===== src/design/brsp_pkg.sv =====
// ----------------------------------------------------------------------------
// brsp_pkg
// Shared types and constants for the block record stream parser.
// ----------------------------------------------------------------------------
`default_nettype none
package brsp_pkg;

  localparam int unsigned KeyBytes = 8;
  localparam int unsigned CfgIdxW  = 2;
  localparam int unsigned CfgDataW = 64;
  localparam int unsigned FifoDepth = 4;

  // Register indexes of the configuration port
  localparam logic [CfgIdxW-1:0] REG_MASK_KEY    = 2'd0;
  localparam logic [CfgIdxW-1:0] REG_MASK_ENABLE = 2'd1;
  localparam logic [CfgIdxW-1:0] REG_MAGIC       = 2'd2;

  localparam logic [31:0] MAGIC_RESET = 32'hD9B4BEF9;
  localparam logic [7:0]  PFX_16      = 8'hFD;
  localparam logic [7:0]  PFX_BASE    = 8'hFC;
  localparam logic [7:0]  BYTE_ZERO   = 8'h00;
  localparam logic [7:0]  BYTE_ONE    = 8'h01;

  // Error codes
  localparam logic [1:0] ERR_NONE     = 2'd0;
  localparam logic [1:0] ERR_MAGIC    = 2'd1;
  localparam logic [1:0] ERR_ZERO_SZ  = 2'd2;
  localparam logic [1:0] ERR_SIZE_MIS = 2'd3;

  // Field codes, also used as the parser phase
  typedef enum logic [4:0] {
    F_MAGIC     = 5'd0,
    F_SIZE      = 5'd1,
    F_HVER      = 5'd2,
    F_HPREV     = 5'd3,
    F_HMERKLE   = 5'd4,
    F_HTIME     = 5'd5,
    F_HBITS     = 5'd6,
    F_HNONCE    = 5'd7,
    F_TXCOUNT   = 5'd8,
    F_TXVER     = 5'd9,
    F_MARKER    = 5'd10,
    F_INCOUNT   = 5'd11,
    F_PREVHASH  = 5'd12,
    F_PREVIDX   = 5'd13,
    F_SCRIPTLEN = 5'd14,
    F_SCRIPTSIG = 5'd15,
    F_SEQ       = 5'd16,
    F_OUTCOUNT  = 5'd17,
    F_VALUE     = 5'd18,
    F_PKLEN     = 5'd19,
    F_PKSCRIPT  = 5'd20,
    F_WCOUNT    = 5'd21,
    F_WLEN      = 5'd22,
    F_WDATA     = 5'd23,
    F_LOCK      = 5'd24
  } field_e;

  typedef struct packed {
    field_e      phase;
    logic [3:0]  fbi;
    logic [63:0] acc;
    logic [1:0]  cw;
    logic [63:0] tx_rem;
    logic [63:0] in_cnt;
    logic [63:0] item_rem;
    logic [63:0] welem_rem;
    logic [63:0] data_rem;
    logic [31:0] bsize;
    logic [31:0] bseen;
    logic        segwit;
    logic        held;
    logic        halted;
  } pst_t;

  typedef struct packed {
    logic [7:0]  plain_byte;
    field_e      code;
    logic [63:0] value;
    logic        fdone;
    logic        txdone;
    logic        bdone;
    logic [1:0]  err;
    logic        last;
  } res_t;

endpackage
`default_nettype wire


===== src/design/brsp_out_fifo.sv =====
// ----------------------------------------------------------------------------
// brsp_out_fifo
// Four-entry result queue; takes zero, one or two results per cycle.
// ----------------------------------------------------------------------------
`default_nettype none
module brsp_out_fifo (
  input  wire logic            clk_i,
  input  wire logic            rst_ni,
  input  wire logic [1:0]      nwr_i,
  input  wire brsp_pkg::res_t  wr0_i,
  input  wire brsp_pkg::res_t  wr1_i,
  output      logic            room2_o,
  output      logic            valid_o,
  input  wire logic            ready_i,
  output      brsp_pkg::res_t  head_o
);
  import brsp_pkg::*;

  res_t       mem_q [FifoDepth];
  logic [1:0] wptr_q, rptr_q;
  logic [2:0] cnt_q;
  logic       pop;

  assign valid_o = (cnt_q != 3'd0);
  assign pop     = valid_o && ready_i;
  assign head_o  = mem_q[rptr_q];
  assign room2_o = (cnt_q <= 3'd2);

  // Write up to two entries
  always_ff @(posedge clk_i) begin
    if (nwr_i != 2'd0) mem_q[wptr_q] <= wr0_i;
    if (nwr_i == 2'd2) mem_q[wptr_q + 2'd1] <= wr1_i;
  end

  // Advance pointers and fill count
  always_ff @(posedge clk_i or negedge rst_ni) begin
    if (!rst_ni) begin
      wptr_q <= '0;
      rptr_q <= '0;
      cnt_q  <= '0;
    end else begin
      wptr_q <= wptr_q + nwr_i;
      if (pop) rptr_q <= rptr_q + 2'd1;
      cnt_q <= cnt_q + {1'b0, nwr_i} - {2'b0, pop};
    end
  end

endmodule
`default_nettype wire


===== config.mk =====
export PLATFORM = sky130hd
export DESIGN_NAME = brsp_out_fifo
export DESIGN_NICKNAME = d
export VERILOG_FILES = /design/src/design/brsp_pkg.sv /design/src/design/brsp_out_fifo.sv
export SDC_FILE = /design/constraint.sdc
export NUM_CORES = 1
export LEC_CHECK = 0
export BUFFER_PORTS_ARGS = -buffer_cell sky130_fd_sc_hd__buf_2
export CAP_MARGIN = 5
export CORE_MARGIN = 2
export CORE_UTILIZATION = 55
export DETAILED_ROUTE_END_ITERATION = 10
export GPL_ROUTABILITY_DRIVEN = 0
export PLACE_DENSITY = 0.77
export SLEW_MARGIN = 20
export SYNTH_ARGS = -nofsm -noshare
export SYNTH_HDL_FRONTEND = slang
export SYNTH_SLANG_ARGS = --single-unit
export TNS_END_PERCENT = 10

===== constraint.sdc =====
create_clock -name clk_i -period 16.11 [get_ports clk_i]
set_input_delay 2.4165 -clock clk_i [delete_from_list [all_inputs] [get_ports clk_i]]
set_output_delay 2.4165 -clock clk_i [all_outputs]
set_load 0.02 [all_outputs]

* Word level (Yosys, flattened, before mapping)
Memory sizes are Yosys's and may differ from the RTL's. Cells that the tools add are included.
Storage, ports and cells: output and inout port bits 85, bits in registers 7, word-level logic and storage cells 18, RAM bits 332, memories 1
Cells by class: eq/ne operators 1, reductions and logical operators 3, $add $sub $neg 5, magnitude comparators 1, muxes and demuxes 4
Memory list:
- mem_q | depth 4, width 83, rd ports 1, clocked after Yosys merged registers in 0, write ports 2, line brsp_out_fifo.sv:19 | res_t mem_q [FifoDepth];
Operators with widths (number):
- $add 2x1->2 const B | 2
- $mux 1 | 4
- $add 3x2->3 | 1
- $le 3x2->1 const B | 1
- $reduce_bool 3->1 | 1
- $sub 3x1->3 | 1
- $add 2x2->2 | 1
- $eq 2x2->1 const B | 1
- $reduce_bool 2->1 | 1
- $logic_and 1x1->1 | 1

* Longest topological paths before layout
word-level depth 3, gate-level depth with buffers 7

* Least setup slack after synthesis
OpenSTA, ideal clock, no wires.
path kind input -> register, from input nwr_i[1], to memory mem_q[0][0] (netlist bit), enable pin, data arrival time 8.484 ns, data required time 15.471 ns, stages 3, slack 6.988 ns, buffers on the path 1, library setup time 0.639 ns, path through clkbuf_2 > o21bai_1 > o21ai_0
RTL lines:
- start, declared | line brsp_out_fifo.sv:9 | input wire logic [1:0] nwr_i,
- end, declared | line brsp_out_fifo.sv:19

==> results.md <==
- Vias per cell: 5.854
- Htree depth: 2
- Final setup vio count: 0
- Sw Pwr: 1.168 mW
- Layout cells sized above 1: 65.36%
- Max_cap viols: 0
- Distinct cells, synth: 28
- Root Buffer: clkbuf_16
- Cells after DPL: 1451
- Layout Nets: 1273
- Via count: 8939
- First-pass GRT wire length: 57.03 mm
- Post-cts resize count: 0
- Initial Util: 55.66%
- Setup TNS: 0 ns
- Clk sink count: 339
- # Post-CTS Setup Buffers: 0
- Reg clk slew, reported paths: 0.06 ns
- Global route overflow: 0
- Status: completed
- Worst-Skew Late Latency: 0.52 ns
- P_leak: 7.185 nW
- Routed Antenna Nets: 0
- Final core occ: 64.33%
- Die ar.: 32300 sq um
- Cell Int Power: 2.312 mW
- First-pass detailed-route iteration total: 4
- WS Path Type: reg -> out
- Sw Ratio: 33.56%
- Initial antenna violation count: 13
- Cell Area, Synth: 16980 sq um
- Slew Limit Fails: 0
- Fmax: 194.2 MHz
- Final Skew: 0.007854 ns
- CP peak stage delay: 0.73 ns
- Placement Cell Area: 18440 sq um
- Synth Warn #: 0
- Slew @ Worst Pin: 1.019 ns
- Die H: 179.7 um
- Area growth syn-to-layout: 15.57%
- Clock buffer count from CTS: 37
- Comb power frac: 37.2%
- Worst Setup Start Kind: register
- IO Pins: 256
- Slew HR: 32.08%
- Critical Path RT: 13.69 ns
- Worst Path Max Fanout: 39
- WP data arrival: 2.73 ns
- Clk buf depth: 3
- Final WL: 36.72 mm
- GRT Overall Usage: 22.96%
- Avg WL per Cell: 24.05 um
- Cell breakdown of the critical path: buf_4, mux4_2, buf_2
- Sequential area share after synthesis: 59.74%
- PortBufs: 255
- Vias in the first global route: 9766
- Final min period: 5.150 ns
- Core footprint: 30510 sq um
- Final worst setup slack: 10.96 ns
- Largest net degree at the start of global routing: 69
- Setup crit end kind: primary output
- Slowest stage cell, crit path: buf_4
- Post-Syn Nets: 1019
- Sequential power share: 40.7%
- RSZ-0062 raised after global routing: false
- Die X: 179.7 um
- Delay-heaviest family, CP: buffers and inverters
- Period utilization: 31.97%
- Register bit total from synthesis: 339
- CTS tree: built
- Crit path buf inv count: 2
- Syn Area/Cell: 20.15 sq um
- DRT iter0 DRCs: 695
- CTS Hold Bufs: 0
- Post-layout total power: 3.480 mW
- Final instance area: 19630 sq um
- Final hold violations: 0
- Max VDD drop: 109.9 uV
- Final non-filler cell total: 1527
- Worst Hold Class: reg -> reg
- Post-route DRC: 0
- Number of rows in the core area: 64
- Clk pwr share: 22.1%
- P per Cell Area: 177.3 nW/um^2
- Mapped Cells: 843
- Detailed Place HPWL: 21.70 mm
- Hold_ws: 0.5382 ns
- Post-Place Worst Slack: 10.88 ns
## layer usage
layer  GRT usage, %  wire length (um)  vias to the layer above
li1               -                 -                     3990
met1          29.22             14750                     4579
met2          39.13             18490                      295
met3          5.673              2594                       65
met4          7.057               822                       10
met5              0                64                        -
## cells by family after synthesis
| group | after synthesis | share of synthesized area [%] |
|---|---|---|
| mux | 416 | 35.93 |
| flops | 339 | 59.74 |
| buf+inv | 64 | 2.940 |
| simple gates | 7 | 0.4200 |
| compound gates | 6 | 0.2504 |
| xor+xnor | 6 | 0.3094 |
| fa+ha+maj | 5 | 0.4126 |
## synthesized netlist by cell type (all sizes together)
library cell / count / area share (%)
buf: 51 / 2.6
mux2i: 1 / 0.059
and4bb: 2 / 0.15
mux4: 83 / 11
a21oi: 1 / 0.029
clkbuf: 6 / 0.14
o31a: 1 / 0.052
ha: 4 / 0.29
o311ai: 1 / 0.052
xnor2: 5 / 0.26
nand4b: 1 / 0.052
nor4b: 1 / 0.14
o21bai: 2 / 0.088
o21ai: 1 / 0.029
nor2: 2 / 0.044
edfxtp: 332 / 59
inv: 7 / 0.15
mux2: 332 / 25
xor2: 1 / 0.052
or3: 1 / 0.037
fa: 1 / 0.12
dfrtp: 7 / 1.0
## registers in the layout, indices dropped and copies added, names as in the netlist
signal	flops
rptr_q	2
cnt_q	3
mem_q	332
wptr_q	2
## power by group through the flow
stage	combinational (mW)	clock [mW]	sequential (mW)
2_1_floorplan	0.950	0	1.42
3_3_place_gp	1.27	0	1.45
3_5_place_dp	1.28	0	1.46
4_1_cts	1.28	0.782	1.45
5_1_grt	1.38	0.821	1.44
6_report	1.30	0.769	1.42
## final cells by class
cell class              instances  area (sq um)
fillers                      2139         10880
well taps                     396         495.5
flip-flops and latches        339         10150
diodes                          8         20.02
inverters                       7         26.28
clock buffers                  48          1010
multi-input cells             440          6384
repair buffers                272          1456
clock inverters                17         82.58
## final timing paths
check                                       from                     end  slack, ns  cells after the start
setup / recovery           rptr_q[0]$_DFFE_PN0P_              head_o[37]      10.96                      3
hold / removal                cnt_q[2]$_DFF_PN0_      cnt_q[2]$_DFF_PN0_       0.54                      1
setup reg to reg             wptr_q[1]$_DFF_PN0_  mem_q[2][22]$_DFFE_PP_      13.01                      3
hold reg to reg               cnt_q[2]$_DFF_PN0_      cnt_q[2]$_DFF_PN0_       0.54                      1
max in group asynchronous                 rst_ni   rptr_q[1]$_DFFE_PN0P_      14.21                      1
min in group asynchronous                 rst_ni      cnt_q[2]$_DFF_PN0_       1.72                      1
## layout by cell type, fill, tap and decap left out, types with 2 or more instances in the layout
cell type  instances
mux2_1            10
diode_2            8
clkbuf_16         39
buf_2            255
and4bb_4           2
clkbuf_1           9
dfrtp_1            5
buf_4             14
edfxtp_1         332
buf_16             2
xnor2_1            5
mux2_2           193
mux4_2            83
nor2_4             2
clkinv_1           8
clkinv_2           7
ha_1               4
inv_1              7
dfrtp_4            2
mux2_4           129
Note: power is estimated with default switching activity, not from simulation.
